===== src/rtl/core/assert_macros.svh =====
`ifndef ASSERT_MACROS_SVH
`define ASSERT_MACROS_SVH

// Concurrent checks sampled on i_clk and held off while i_rst_n is low.
`define ASSERT_ALWAYS(name, prop, msg) \
    name: assert property (@(posedge i_clk) disable iff (!i_rst_n) (prop)) else $error(msg);

`define ASSERT_IMPLIES(name, ante, cons, msg) \
    name: assert property (@(posedge i_clk) disable iff (!i_rst_n) (ante) |-> (cons)) \
        else $error(msg);

`define ASSERT_NEXT(name, ante, cons, msg) \
    name: assert property (@(posedge i_clk) disable iff (!i_rst_n) (ante) |=> (cons)) \
        else $error(msg);

`endif


===== src/rtl/core/tccw_pkg.sv =====
`timescale 1ns / 1ps

package tccw_pkg;

    localparam int MAX_COLUMNS_DEF = 128;
    localparam int MAX_ROWS_DEF    = 32;
    localparam int TAB_STOP_DEF    = 8;

    localparam int ACTION_W   = 2;
    localparam int CHAR_W     = 8;
    localparam int INDEX_W    = 12;
    localparam int COL_OUT_W  = 7;
    localparam int ROW_OUT_W  = 5;
    localparam int CELL_W     = 16;
    localparam int CFG_IDX_W  = 2;
    localparam int CFG_DATA_W = 8;
    localparam int S_TDATA_W  = 24;
    localparam int M_TDATA_W  = 32;

    localparam logic [ACTION_W-1:0] ACT_PUT   = 2'd0;
    localparam logic [ACTION_W-1:0] ACT_CLEAR = 2'd1;
    localparam logic [ACTION_W-1:0] ACT_READ  = 2'd2;

    localparam logic [CHAR_W-1:0] CH_NUL     = 8'h00;
    localparam logic [CHAR_W-1:0] CH_TAB     = 8'h09;
    localparam logic [CHAR_W-1:0] CH_NEWLINE = 8'h0A;

    localparam logic [CFG_IDX_W-1:0] REG_BACKGROUND = 2'd0;
    localparam logic [CFG_IDX_W-1:0] REG_FOREGROUND = 2'd1;
    localparam logic [CFG_IDX_W-1:0] REG_COLUMNS    = 2'd2;
    localparam logic [CFG_IDX_W-1:0] REG_ROWS       = 2'd3;

    localparam logic [3:0] BACKGROUND_RESET = 4'd0;
    localparam logic [3:0] FOREGROUND_RESET = 4'd7;
    localparam logic [7:0] COLUMNS_RESET    = 8'd80;
    localparam logic [5:0] ROWS_RESET       = 6'd25;

    typedef struct packed {
        logic [3:0] background;
        logic [3:0] foreground;
        logic [7:0] columns;
        logic [5:0] rows;
    } t_cfg;

    typedef struct packed {
        logic [INDEX_W-1:0]  cell_index;
        logic [CHAR_W-1:0]   char_code;
        logic [ACTION_W-1:0] action;
    } t_item;

    typedef struct packed {
        logic [7:0]           read_attribute;
        logic [CHAR_W-1:0]    read_char;
        logic [ROW_OUT_W-1:0] cursor_row;
        logic [COL_OUT_W-1:0] cursor_column;
    } t_result;

endpackage


===== src/rtl/core/tccw_seq.sv =====
`timescale 1ns / 1ps
`include "assert_macros.svh"

module tccw_seq #(
    parameter int MAX_COLUMNS = tccw_pkg::MAX_COLUMNS_DEF,
    parameter int MAX_ROWS    = tccw_pkg::MAX_ROWS_DEF,
    parameter int TAB_STOP    = tccw_pkg::TAB_STOP_DEF
) (
    input  logic                                            i_clk,
    input  logic                                            i_rst_n,
    input  tccw_pkg::t_cfg                                  i_cfg,
    input  logic                                            i_valid,
    input  tccw_pkg::t_item                                 i_item,
    output logic                                            o_ready,
    input  logic                                            i_out_free,
    output logic                                            o_done,
    output tccw_pkg::t_result                               o_res,
    output logic                                            o_mem_we,
    output logic [$clog2(MAX_COLUMNS*MAX_ROWS)-1:0]         o_mem_waddr,
    output logic [tccw_pkg::CELL_W-1:0]                     o_mem_wdata,
    output logic [$clog2(MAX_COLUMNS*MAX_ROWS)-1:0]         o_mem_raddr,
    input  logic [tccw_pkg::CELL_W-1:0]                     i_mem_rdata
);

    localparam int DEPTH     = MAX_COLUMNS * MAX_ROWS;
    localparam int AW        = $clog2(DEPTH);
    localparam int CNT_W     = $clog2(DEPTH + 1);
    localparam int CW        = $clog2(MAX_COLUMNS);
    localparam int RW        = $clog2(MAX_ROWS);
    localparam int NCW       = $clog2(MAX_COLUMNS + 1);
    localparam int NRW       = $clog2(MAX_ROWS + 1);
    localparam int CXW       = $clog2(MAX_COLUMNS + TAB_STOP + 1);
    localparam int RECIP_SH  = 16;
    localparam int RECIP     = (2 ** RECIP_SH + TAB_STOP - 1) / TAB_STOP;
    localparam int RCP_W     = $clog2(RECIP + 1);
    localparam int PROD_W    = CW + RCP_W;
    localparam int APROD_W   = RW + NCW;
    localparam int TPROD_W   = NRW + NCW;
    localparam int CELL_W    = tccw_pkg::CELL_W;
    localparam int CHAR_W    = tccw_pkg::CHAR_W;
    localparam int COL_OUT_W = tccw_pkg::COL_OUT_W;
    localparam int ROW_OUT_W = tccw_pkg::ROW_OUT_W;

    localparam logic [2:0] S_INIT   = 3'd0;
    localparam logic [2:0] S_IDLE   = 3'd1;
    localparam logic [2:0] S_APPLY  = 3'd2;
    localparam logic [2:0] S_SCROLL = 3'd3;
    localparam logic [2:0] S_CLEAR  = 3'd4;
    localparam logic [2:0] S_OUT    = 3'd5;

    logic [2:0]                    r_state, n_state;
    logic [CNT_W-1:0]              r_cnt, n_cnt;
    logic                          r_wpend, n_wpend;
    logic [AW-1:0]                 r_waddr;
    logic [CW-1:0]                 r_col;
    logic [RW-1:0]                 r_row;

    logic [tccw_pkg::ACTION_W-1:0] r_act;
    logic [CHAR_W-1:0]             r_ch;
    logic [CW-1:0]                 r_colc;
    logic [RW-1:0]                 r_rowc;
    logic [AW-1:0]                 r_addr;
    logic [CW-1:0]                 r_q;
    logic [NCW-1:0]                r_nc;
    logic [NRW-1:0]                r_nr;
    logic [CNT_W-1:0]              r_total;
    logic                          r_rdok;
    tccw_pkg::t_result             r_res, n_res;

    logic [NCW-1:0]                eff_nc;
    logic [NRW-1:0]                eff_nr;
    logic [CW-1:0]                 col_c;
    logic [RW-1:0]                 row_c;
    logic [APROD_W-1:0]            addr_prod;
    logic [PROD_W-1:0]             tab_prod;
    logic [TPROD_W-1:0]            total_prod;
    logic                          accept;

    logic [CXW-1:0]                ncol;
    logic [NRW-1:0]                nrow;
    logic                          put_we;
    logic                          scroll;
    logic                          upd;
    logic [CW-1:0]                 cur_col;
    logic [RW-1:0]                 cur_row;
    logic [CNT_W-1:0]              moved;
    logic                          copy;

    // Screen size and cursor clamp for the next item.
    always_comb begin
        if (i_cfg.columns == 8'd0) begin
            eff_nc = NCW'(1);
        end else if (32'(i_cfg.columns) > 32'(MAX_COLUMNS)) begin
            eff_nc = NCW'(MAX_COLUMNS);
        end else begin
            eff_nc = NCW'(i_cfg.columns);
        end
        if (i_cfg.rows == 6'd0) begin
            eff_nr = NRW'(1);
        end else if (32'(i_cfg.rows) > 32'(MAX_ROWS)) begin
            eff_nr = NRW'(MAX_ROWS);
        end else begin
            eff_nr = NRW'(i_cfg.rows);
        end
        if (CXW'(r_col) >= CXW'(eff_nc)) begin
            col_c = CW'(eff_nc - NCW'(1));
        end else begin
            col_c = r_col;
        end
        if (NRW'(r_row) >= eff_nr) begin
            row_c = RW'(eff_nr - NRW'(1));
        end else begin
            row_c = r_row;
        end
        addr_prod  = APROD_W'(row_c) * APROD_W'(eff_nc);
        tab_prod   = PROD_W'(col_c) * PROD_W'(RECIP);
        total_prod = TPROD_W'(eff_nr) * TPROD_W'(eff_nc);
    end

    assign accept  = i_valid && (r_state == S_IDLE);
    assign o_ready = (r_state == S_IDLE);

    // Cursor movement of a put.
    always_comb begin
        ncol   = CXW'(r_colc);
        nrow   = NRW'(r_rowc);
        put_we = 1'b0;
        scroll = 1'b0;
        upd    = (r_act == tccw_pkg::ACT_PUT) && (r_ch != tccw_pkg::CH_NUL);
        if (upd) begin
            case (r_ch)
                tccw_pkg::CH_TAB: begin
                    ncol = CXW'((CXW'(r_q) + CXW'(1)) * CXW'(TAB_STOP));
                end
                tccw_pkg::CH_NEWLINE: begin
                    ncol = '0;
                    nrow = nrow + NRW'(1);
                end
                default: begin
                    put_we = 1'b1;
                    ncol   = ncol + CXW'(1);
                end
            endcase
            if (ncol >= CXW'(r_nc)) begin
                ncol = '0;
                nrow = nrow + NRW'(1);
            end
            if (nrow >= r_nr) begin
                nrow   = r_nr - NRW'(1);
                scroll = 1'b1;
            end
        end
        cur_col = upd ? CW'(ncol) : r_col;
        cur_row = upd ? RW'(nrow) : r_row;

        n_res.cursor_column  = COL_OUT_W'(cur_col);
        n_res.cursor_row     = ROW_OUT_W'(cur_row);
        n_res.read_char      = '0;
        n_res.read_attribute = '0;
        if ((r_act == tccw_pkg::ACT_READ) && r_rdok) begin
            n_res.read_char      = i_mem_rdata[CHAR_W-1:0];
            n_res.read_attribute = i_mem_rdata[CELL_W-1:CHAR_W];
        end
    end

    assign moved = r_total - CNT_W'(r_nc);
    assign copy  = (r_cnt < moved);

    // Memory port selection.
    always_comb begin
        o_mem_we    = 1'b0;
        o_mem_waddr = AW'(r_cnt);
        o_mem_wdata = '0;
        o_mem_raddr = AW'(i_item.cell_index);
        case (r_state)
            S_INIT: begin
                o_mem_we = 1'b1;
            end
            S_APPLY: begin
                o_mem_we    = put_we;
                o_mem_waddr = r_addr;
                o_mem_wdata = {i_cfg.background, i_cfg.foreground, r_ch};
            end
            S_SCROLL: begin
                o_mem_raddr = AW'(r_cnt + CNT_W'(r_nc));
                if (r_wpend) begin
                    o_mem_we    = 1'b1;
                    o_mem_waddr = r_waddr;
                    o_mem_wdata = i_mem_rdata;
                end else if (!copy && (r_cnt < r_total)) begin
                    o_mem_we = 1'b1;
                end
            end
            S_CLEAR: begin
                o_mem_we = (r_cnt < r_total);
            end
            default: begin
                o_mem_we = 1'b0;
            end
        endcase
    end

    always_comb begin
        n_state = r_state;
        n_cnt   = r_cnt;
        n_wpend = 1'b0;
        o_done  = 1'b0;
        case (r_state)
            S_INIT: begin
                if (r_cnt == CNT_W'(DEPTH - 1)) begin
                    n_state = S_IDLE;
                    n_cnt   = '0;
                end else begin
                    n_cnt = r_cnt + CNT_W'(1);
                end
            end
            S_IDLE: begin
                if (i_valid) begin
                    n_state = S_APPLY;
                end
            end
            S_APPLY: begin
                n_cnt = '0;
                if (r_act == tccw_pkg::ACT_CLEAR) begin
                    n_state = S_CLEAR;
                end else if (scroll) begin
                    n_state = S_SCROLL;
                end else if (i_out_free) begin
                    o_done  = 1'b1;
                    n_state = S_IDLE;
                end else begin
                    n_state = S_OUT;
                end
            end
            S_SCROLL: begin
                if (copy) begin
                    n_wpend = 1'b1;
                    n_cnt   = r_cnt + CNT_W'(1);
                end else if (r_wpend) begin
                    n_cnt = r_cnt;
                end else if (r_cnt < r_total) begin
                    n_cnt = r_cnt + CNT_W'(1);
                end else begin
                    n_state = S_OUT;
                end
            end
            S_CLEAR: begin
                if (r_cnt < r_total) begin
                    n_cnt = r_cnt + CNT_W'(1);
                end else begin
                    n_state = S_OUT;
                end
            end
            S_OUT: begin
                if (i_out_free) begin
                    o_done  = 1'b1;
                    n_state = S_IDLE;
                end
            end
            default: begin
                n_state = S_IDLE;
            end
        endcase
    end

    assign o_res = (r_state == S_APPLY) ? n_res : r_res;

    always_ff @(posedge i_clk) begin
        if (!i_rst_n) begin
            r_state <= S_INIT;
            r_cnt   <= '0;
            r_wpend <= 1'b0;
            r_col   <= '0;
            r_row   <= '0;
        end else begin
            r_state <= n_state;
            r_cnt   <= n_cnt;
            r_wpend <= n_wpend;
            if (r_state == S_APPLY) begin
                r_col <= cur_col;
                r_row <= cur_row;
            end
        end
    end

    always_ff @(posedge i_clk) begin
        r_waddr <= AW'(r_cnt);
        if (accept) begin
            r_act   <= i_item.action;
            r_ch    <= i_item.char_code;
            r_colc  <= col_c;
            r_rowc  <= row_c;
            r_addr  <= AW'(addr_prod) + AW'(col_c);
            r_q     <= CW'(tab_prod >> RECIP_SH);
            r_nc    <= eff_nc;
            r_nr    <= eff_nr;
            r_total <= CNT_W'(total_prod);
            r_rdok  <= (32'(i_item.cell_index) < 32'(DEPTH));
        end
        if (r_state == S_APPLY) begin
            r_res <= n_res;
        end
    end

    `ASSERT_IMPLIES(a_done_state, o_done, (r_state == S_APPLY) || (r_state == S_OUT), "result outside finishing states")
    `ASSERT_IMPLIES(a_idle_no_write, r_state == S_IDLE, !o_mem_we, "cell store written while idle")
    `ASSERT_IMPLIES(a_wpend_scroll, r_wpend, r_state == S_SCROLL, "copy write pending outside scroll")
    `ASSERT_NEXT(a_cursor_on_screen, (r_state == S_APPLY) && upd, (CXW'(r_col) < CXW'(r_nc)) && (NRW'(r_row) < r_nr), "cursor left the screen after a put")

endmodule


===== config.mk =====
export PLATFORM = sky130hd
export DESIGN_NAME = tccw_seq
export DESIGN_NICKNAME = d
export VERILOG_FILES = /design/src/rtl/core/tccw_pkg.sv /design/src/rtl/core/tccw_seq.sv
export VERILOG_INCLUDE_DIRS = /design/src /design/src/rtl/core
export SDC_FILE = /design/constraint.sdc
export NUM_CORES = 1
export LEC_CHECK = 0
export ABC_AREA = 0
export ABC_CLOCK_PERIOD_IN_PS = 9060
export BUFFER_PORTS_ARGS = -buffer_cell sky130_fd_sc_hd__buf_4
export CORE_ASPECT_RATIO = 1.1
export CORE_UTILIZATION = 60
export CTS_CLUSTER_DIAMETER = 30
export DETAILED_ROUTE_END_ITERATION = 16
export HOLD_SLACK_MARGIN = 0.15
export PLACE_DENSITY = 0.82
export SKIP_LAST_GASP = 1
export SYNTH_ARGS = -nofsm -noshare
export SYNTH_HDL_FRONTEND = slang
export SYNTH_SLANG_ARGS = --single-unit

===== constraint.sdc =====
create_clock -name i_clk -period 9.06 [get_ports i_clk]
set_input_delay 0.906 -clock i_clk [delete_from_list [all_inputs] [get_ports i_clk]]
set_output_delay 0.906 -clock i_clk [all_outputs]
set_load 0.01 [all_outputs]

### After elaboration in Yosys (flattened, before gate mapping)

Index checks and enable logic that the tools add are counted.
Widths: inputs -> output; s select.

* register bits after elaboration: 134
* input port bits: 64
* output and inout bits: 71
* word-level logic and storage cells: 120

* add/sub/neg operators: 11
* $mul: 2
* $lt $le $gt $ge: 8
* equal/unequal tests: 16
* mux-type cells: 50
* reductions and logical operators: 14

Operator list (number)
* $mux 13: 4
* $pmux 13 s4: 1
* $mux 6: 6
* $mux 16: 2
* $pmux 16 s2: 1
* $mux 28: 1
* $mux 3: 9
* $lt 13x13->1: 2
* $mux 12: 2
* $mux 8: 3
* $pmux 12 s2: 1
* $mux 7: 3
* $pmux 3 s6: 1
* $eq 8x4->1 const B: 2
* $pmux 8 s2: 1
* $mux 5: 3
* $add 13x1->13 const B: 1
* $eq 13x12->1 const B: 1
* $mul 6x8->13: 1
* $sub 13x8->13: 1
* $add 12x7->12: 1
* $add 12x8->12: 1
* $mul 5x8->12: 1
* $mux 1: 10
* 32 further kinds: 42

### Logic depth before layout (Yosys ltp)

Gate-level depths: netlist (run 1).

* depth in word-level cells: 12
* gate-level depth with buffers: 26
* mapped depth without buffers: 26

### Worst setup path before layout (run 1)

No wires, ideal clock.

* path type: input-to-reg
* from: in i_cfg[9] in the netlist's numbering
* to: reg r_addr[11] (data pin)
* setup time: 0.261 ns
* arrival: 6.385 ns
* required time: 8.799 ns
* setup slack: 2.414 ns
* cell stages on the path: 23
* buffers on the path: 0
* path through: or4_1 nor3_1 o21bai_1 inv_1 ha_1 nand2b_1 a21oi_1 nor2b_1 o21ai_0 a21oi_1 o31ai_2 mux2_2 fa_1 fa_1 inv_1 fa_1 inv_1 ha_1 nor2b_1 o21a_1 o41ai_1 o21ai_0 xnor2_1

* longest elaborated chain between the ends: 6
* elaborated cells on any way between the ends: 9
* those cells by class: 2 x add/sub; 1 x mul; 2 x order compare; 3 x mux; 1 x reduce/logical

RTL lines
* start: declaration: line tccw_seq.sv:11 `input tccw_pkg::t_cfg i_cfg,`
* $gt 8x8->1: line tccw_seq.sv:93 `end else if (32'(i_cfg.columns) > 32'(MAX_COLUMNS)) begin`
* $mux 8: line tccw_seq.sv:93
* $mux 8 (*): line tccw_seq.sv:91 `if (i_cfg.columns == 8'd0) begin`
* named net eff_nc[0]: line tccw_seq.sv:70 `logic [NCW-1:0] eff_nc;`
* $sub 7x1->7 or $ge 7x8->1 (tied branches): line tccw_seq.sv:106, tccw_seq.sv:105
* $mux 7 (*): line tccw_seq.sv:105 `if (CXW'(r_col) >= CXW'(eff_nc)) begin`
* named net col_c[5]: line tccw_seq.sv:72 `logic [CW-1:0] col_c;`
* $add 12x7->12 (*): line tccw_seq.sv:293 `r_addr <= AW'(addr_prod) + AW'(col_c);`
* end signal: assignment: line tccw_seq.sv:293
* end: declaration: line tccw_seq.sv:62 `logic [AW-1:0] r_addr;`

Mark *: on every way through the listed nets, which the timed path passes. The rest lies on a longest branch.
A chain may end at the register's enable or synchronous reset.

### Worst setup path in the final report (run 1)

Same ends and word-level chain as after synthesis.

==> impl_results.md, run 1 <==
- Status: completed
- Critical path's slowest cell: o31ai_2
- Area of the mapped netlist: 10,730 µm²
- Drt initial violations: 814
- #FFs+latches synth: 130
- Share of post-route cells with drive strength above 1: 15.20%
- H-tree depth reported by CTS: 4
- Detailed Route WL: 28,890 µm
- Max-slew violations: 0
- Hold_ws: 443.2 ps
- Drt first pass iters: 5
- CTS tree: yes
- Row count: 50
- Vias: 9,564
- Count of final setup violators: 0
- Die area: 18,410 µm²
- Vias in the first global route: 8,966
- Worst-margin pin slew: 1184 ps
- HP Class: reg2reg
- FF-to-FF setup slack: 2920 ps
- Hold_sp: r_res[23]
- Post-synthesis sequential area ratio: 29.96%
- MaxCap Viol Count: 0
- Final #Nets: 1,585
- Peak VDD IR: 0.0001316 V
- Ports: 135
- Leakage: 5.792 nW
- First-pass GRT wire length: 45,470 µm
- Largest net degree at the start of global routing: 63
- Grt met1 use: 41.42%
- Asr flop ratio synth: 0%
- Synth warn: 0
- Synth cell types: 67
- Root Buffer: clkbuf_16
- Post-DP HPWL: 21,700 µm
- Grt peak-use layer: met2
- CP top delay family: compound AO/OA/AOI/OAI gates
- Post-CTS Setup Inserts: 0
- Net Count, Synth: 1,474
- Fmax: 136.4 MHz
- Rel. slew slack: 20.92%
- Cts hold-fix bufs: 0
- Diode count: 0
- Post-synthesis cell count: 1,244
- Power Total: 1.556 mW
- DRC Markers: 0
- FF-to-FF Start: r_col[0]
- Reg-to-reg endpoint: r_addr[11]
- Port Buffers: 134
- Ys flop type: dfxtp_1
- Die Wd: 129.5 µm
- CTS Buf Count: 17
- Total GRT Usage: 32.07%
- Area Overhead vs Synth: 16.82%
- Arrival time at the worst endpoint: 7490 ps
- Final hold vios: 0
- Hold path depth: 2
- Overflow after GRT: 0
- Cts repair resizes: 0
- Period minus WS final: 7333 ps
- Max FO, Critical Path: 13
- GR Layer Usage met2: 53.25%
- FF-to-FF path depth: 22
- Later-pin clock latency in the skew report: 420 ps
- RSZ-0062 raised after global routing: false
- WL per Instance: 18.04 µm
- GRT met3 Usage: 4.323%
- Post-synth EDFFs: 61
- Final critical-path share of the clock period: 80.94%
- Critical path's largest stage delay: 740 ps
- Worst Skew: 8.623 ps
- Crit Path Class: in2reg
- Placer congestion estimate: 0.9708
- Antenna violations before repair: 0
- Synthesized area per cell: 8.622 µm²
- Setup TNS: 0 ps
- Starting Density: 62.12%
- Hold endpoint: r_res[23]
- Clock sinks: 130
- Bufs and invs on worst path: 5
- Core ar.: 17,270 µm²
- CP required: 9220 ps
- Clk slew on worst S/H paths: 60 ps
- Vias per std cell: 5.970
- CP Launch Type: input port
- Final ANT Viol Nets: 0
- Setup crit end kind: register
- Pwr dens: 124.2 nW/µm²
- Die height: 142.2 µm
- CTS Buffer Depth: 2
## final cells by class
| class | count | area (µm²) |
|---|---|---|
| Clock buffer | 20 | 489.2 |
| Clock inverter | 12 | 115.1 |
| Fill cell | 1323 | 4737 |
| Inverter | 128 | 480.5 |
| Multi-Input combinational cell | 930 | 6828 |
| Sequential cell | 130 | 3213 |
| Tap cell | 234 | 292.8 |
| Timing Repair Buffer | 148 | 1111 |
## synth_stat cells (3+ instances only)
library cell  instances  area [µm²]
or4_1                 3       22.52
clkbuf_1             50       187.7
and3_1               10       62.56
nor3_1               17       85.08
o31ai_1               6       45.04
and2_1                9       56.30
clkinv_1              3       11.26
nand2b_1             14       87.58
xnor2_1              46       402.9
a211o_1               3       26.28
mux2i_1              11       110.1
a22oi_1               3       22.52
buf_1                 4       15.01
a22o_1               19       166.4
edfxtp_1             61        1832
mux2_2                8       90.09
o211ai_1              5       37.54
dfxtp_1              69        1381
fa_1                 50        1001
inv_2                 4       15.01
ha_1                116        1451
a21o_1               10       75.07
a31oi_1              11       68.82
nor3b_1               3       22.52
nor2b_1              20       125.1
nand2_1             161       604.3
a211oi_1              5       37.54
nor4_1                5       31.28
o32ai_1               3       26.28
o21a_1               14       105.1
a21oi_1              74       370.4
a2111oi_0             4       35.03
o21ai_0              56       280.3
or3_1                 4       25.02
inv_1               121       454.2
o21bai_1              5       37.54
xor2_1               16       140.1
o21ai_1              11       55.05
nor2_1              109       409.1
o22ai_1              15       93.84
nand3_1              45       225.2
nand4_1               9       56.30
## per-stage QoR
stage / utilization, % / worst slack [ps] / std cells / cell area (µm²)
3_3_place_gp: 69.07 / 1863 / 1570 / 11930
6_report: 72.57 / 1727 / 1602 / 12530
5_1_grt: 72.57 / 1328 / 1602 / 12530
4_1_cts: 72.57 / 1783 / 1602 / 12530
3_5_place_dp: 69.07 / 1581 / 1570 / 11930
2_1_floorplan: - / 2414 / 1244 / 10730
## cell families (layout without fill, tap and decap cells)
| logic type | Yosys count | in the layout | share of synthesized area (%) |
|---|---|---|---|
| and+or+nand+nor | 419 | 419 | 17.84 |
| AOI/OAI and AO/OA | 264 | 264 | 15.95 |
| buffers and inverters | 184 | 308 | 6.463 |
| adders and majority gates | 166 | 166 | 22.87 |
| DFF | 130 | 130 | 29.96 |
| xor gates and xnor gates | 62 | 62 | 5.063 |
| muxes | 19 | 19 | 1.867 |
## state kept, by name, summed over array words and instances, names as in the netlist, 2 cells and up
signal / cells
r_col: 7
r_rowc: 5
r_waddr: 12
r_act: 2
r_addr: 12
r_row: 5
r_nc: 8
r_nr: 6
r_state: 3
r_total: 13
r_ch: 8
r_colc: 7
r_cnt: 13
r_res: 28
## worst register-to-register path: stages (launching register included)
cell      delay (ps)
dfxtp_1          340
inv_1            100
ha_1             300
nand2b_1         140
a21oi_1          150
nor2b_1           60
o21ai_0          210
a21oi_1          120
o31ai_2          740
mux2_2           450
fa_1             540
ha_1             140
inv_1             50
fa_1             570
inv_1             70
ha_1             290
a21o_1           180
a21oi_1          250
nor2b_1           80
o21a_1           200
o41ai_1          460
o21ai_0          230
xnor2_1          180
## worst max-delay path by stage
| stage | startpoint | endpoint | slack, ps | cells after the start |
|---|---|---|---|---|
| after global routing | i_cfg[9] | r_addr[11] | 1330 | 28 |
| after global placement | i_cfg[9] | r_addr[11] | 1860 | 27 |
| after floorplan | i_cfg[9] | r_addr[11] | 2410 | 23 |
| final | i_cfg[9] | r_addr[11] | 1730 | 27 |
| after detailed placement | i_cfg[9] | r_addr[11] | 1580 | 27 |
| after CTS | i_cfg[9] | r_addr[11] | 1780 | 28 |
## where the power goes
group          switching (mW)  internal (mW)  total (mW)
sequential            0.00678          0.634       0.641
combinational           0.119         0.0977       0.216
clock                   0.277          0.422       0.699
total                   0.402           1.15        1.56
## metal layers
| layer | up-vias | wire, µm | share of wire, % |
|---|---|---|---|
| met2 | 487 | 13780 | 48 |
| met1 | 4500 | 11780 | 41 |
| met3 | 69 | 2323 | 8.0 |
| met5 | - | 0 | 0 |
| met4 | 0 | 1005 | 3.5 |
| li1 | 4508 | - | - |
## cells in the final DEF (no fill, tap or decap), types with 8 or more instances in the layout
cell,instances
nor3_1,17
o21ai_1,11
buf_4,148
mux2i_1,11
a21oi_1,74
inv_1,121
a21o_1,10
and2_1,8
nand2_1,161
a31oi_1,11
o22ai_1,15
nand4_1,9
o21ai_0,56
clkbuf_16,19
mux2_2,8
fa_1,50
dfxtp_1,69
nand2b_1,14
edfxtp_1,61
ha_1,116
o21a_1,14
nor2_1,108
xnor2_1,46
xor2_1,16
nand3_1,45
and3_1,10
a22o_1,19
nor2b_1,20
(Power assumes the default switching activity.)
==> run 2: changes to the inputs <==
--- a/config.mk
+++ b/config.mk
@@ -7,7 +7,7 @@
 export NUM_CORES = 1
 export LEC_CHECK = 0
 export ABC_AREA = 0
-export ABC_CLOCK_PERIOD_IN_PS = 9060
+export ABC_CLOCK_PERIOD_IN_PS = 7500
 export BUFFER_PORTS_ARGS = -buffer_cell sky130_fd_sc_hd__buf_4
 export CORE_ASPECT_RATIO = 1.1
 export CORE_UTILIZATION = 60
==> constraint.sdc (replaced) <==
create_clock -name i_clk -period 7.5 [get_ports i_clk]
set_input_delay 0.75 -clock i_clk [delete_from_list [all_inputs] [get_ports i_clk]]
set_output_delay 0.75 -clock i_clk [all_outputs]
set_load 0.01 [all_outputs]
==> impl_results.md, run 2 (synthesis gave the netlist of run 1 again) <==
- Peak VDD IR: 0.0001552 V (+18%)
- Pwr dens: 146.4 nW/µm² (+18%)
- Post-DP HPWL: 21,990 µm (+1.3%)
- WL per Instance: 18.03 µm (about the same)
- Later-pin clock latency in the skew report: 430 ps (about the same)
- Leading cell type in the layout, fill and taps excluded: nand2_1
- DRC Markers: 0 (unchanged)
- CP Launch Type: register
- Clk pwr share: 43.4% (-1.5 points)
- Cts repair resizes: 0 (unchanged)
- Antenna violations before repair: 0 (unchanged)
- CTS Buffer Depth: 2 (unchanged)
- Drt initial violations: 856 (+5.2%)
- Drt first pass iters: 5 (unchanged)
- HP Class: reg2reg
- Area Overhead vs Synth: 16.75% (about the same)
- Overflow after GRT: 0 (unchanged)
- Vias in the first global route: 9,084 (+1.3%)
- Arrival time at the worst endpoint: 6020 ps (-1470 ps)
- Reg with most FFs: r_res
- Top Registers: r_res (28), r_cnt (13), r_total (13)
- Internal: 1.338 mW (+16%)
- CP required: 6750 ps (-2470 ps)
- Worst Skew: 8.073 ps (-0.5503 ps)
- Ports: 135 (unchanged)
- Final #Nets: 1,589 (+0.25%)
- RSZ-0062 raised after global routing: false
- Leakage: 5.791 nW (about the same)
- Share of post-route cells with drive strength above 1: 15.38% (+0.17 points)
- Core ar.: 17,270 µm² (unchanged)
- CTS tree: yes
- Max-slew violations: 0 (unchanged)
- Final critical-path share of the clock period: 90.23%
- Clock sinks: 130 (unchanged)
- Die height: 142.2 µm (unchanged)
- Largest net degree at the start of global routing: 63 (unchanged)
- Vias: 9,549 (-0.16%)
- Vias per std cell: 5.946 (-0.41%)
- Max FO, Critical Path: 13 (unchanged)
- Count of final setup violators: 0 (unchanged)
- Final ANT Viol Nets: 0 (unchanged)
- Detailed Route WL: 28,950 µm (+0.20%)
- Finished Layout Cells: 1,606 (+0.25%)
- Root Buffer: clkbuf_16
- Setup crit end kind: output pin
- Die Wd: 129.5 µm (unchanged)
- Net switching power: 0.4951 mW (+23%)
- Max reg flops: 28 (unchanged)
- Final hold vios: 0 (unchanged)
- H-tree depth reported by CTS: 4 (unchanged)
- Fmax: 147.8 MHz
- # fillers: 1,372 (+3.7%)
- Post-CTS Setup Inserts: 0 (unchanged)
- Cts hold-fix bufs: 0 (unchanged)
- Placer congestion estimate: 0.9415 (-3.0%)
- Clk slew on worst S/H paths: 60 ps (about the same)
- Logic pwr share: 14.4% (+0.5 points)
- Starting Density: 62.12% (unchanged)
- Sw Ratio: 27.01% (+1.2 points)
- CTS Buf Count: 17 (unchanged)
- Fin util: 72.52% (about the same)
- Row count: 50 (unchanged)
- Die area: 18,410 µm² (unchanged)
- Part of the power in registers: 42.3% (+1.1 points)
- Worst-margin pin slew: 1133 ps (-51.18 ps)
- Most frequent cells in the layout: 161 x nand2_1, 152 x buf_4, 121 x inv_1
- First-pass GRT wire length: 45,200 µm (-0.59%)
- MaxCap Viol Count: 0 (unchanged)
- Crit Path Class: reg2out
- Power Total: 1.833 mW (+18%)
- Rel. slew slack: 24.34% (+3.4 points)
- Total GRT Usage: 32.11% (+0.037 points)
- Setup TNS: 0 ps (unchanged)
- Diode count: 0 (unchanged)
- Port Buffers: 134 (unchanged)
- Period minus WS final: 6767 ps
- Status: completed
- Placed insts: 1,574 (+0.25%)
[run 2: routing by layer]
layer	track usage [%]	vias to the layer above	share of wire, %
met5	0	-	0
met4	16.89	0	4.8
met3	5.376	95	7.7
met2	52.69	454	47
met1	40.55	4474	41
li1	-	4526	-
[run 2: per-stage QoR]
step	hold slack (ps)	setup WS [ps]	instance area, µm²
floorplan	370.7	1010	10730
global placement	422.1	572.9	11960
detailed placement	431.7	417.5	11960
CTS	446.6	845.9	12520
global route	464.5	351.9	12520
finish	444.7	733.0	12520
[run 2: worst max-delay path: stages, from the launching register on]
cell,delay (ps)
edfxtp_1,430
nor4_1,490
and4_1,440
o21ai_0,170
xor2_1,160
nor2_1,220
ha_1,300
a211o_1,300
a21oi_1,380
o31ai_1,140
buf_4,220
a21oi_1,140
a2bb2oi_1,240
xnor2_1,160
ha_1,300
o21a_1,110
nor2_1,30
o31ai_1,220
buf_4,250
mux2_2,380
o21ai_1,190
o21a_1,170
buf_4,120
[run 2: area by class of cell]
type	instances	area, µm²	area share (%)
multi-input cells	930	6828	54.53
flip-flops and latches	130	3213	25.66
repair buffers	152	1141	9.113
inverters	128	480.5	3.837
clock buffers	19	454.2	3.627
well taps	234	292.8	2.338
clock inverters	13	112.6	0.8993
[run 2: power by group through the flow]
stage | Combinational, mW | Sequential (mW) | Clock, mW
2_1_floorplan | 0.153 | 0.787 | 0
3_3_place_gp | 0.251 | 0.789 | 0
3_5_place_dp | 0.260 | 0.790 | 0
4_1_cts | 0.263 | 0.775 | 0.797
5_1_grt | 0.291 | 0.777 | 0.829
6_report | 0.263 | 0.775 | 0.795
[run 2: worst paths after layout]
| kind | start | to | slack, ps | cells after the start |
|---|---|---|---|---|
| worst max-delay path | r_ch[1] | o_res[7] | 730 | 22 |
| worst min-delay path | r_res[20] | r_res[20] | 440 | 2 |
| worst max register to register | r_row[0] | r_addr[10] | 1650 | 21 |
| worst min register to register | r_res[20] | r_res[20] | 440 | 2 |
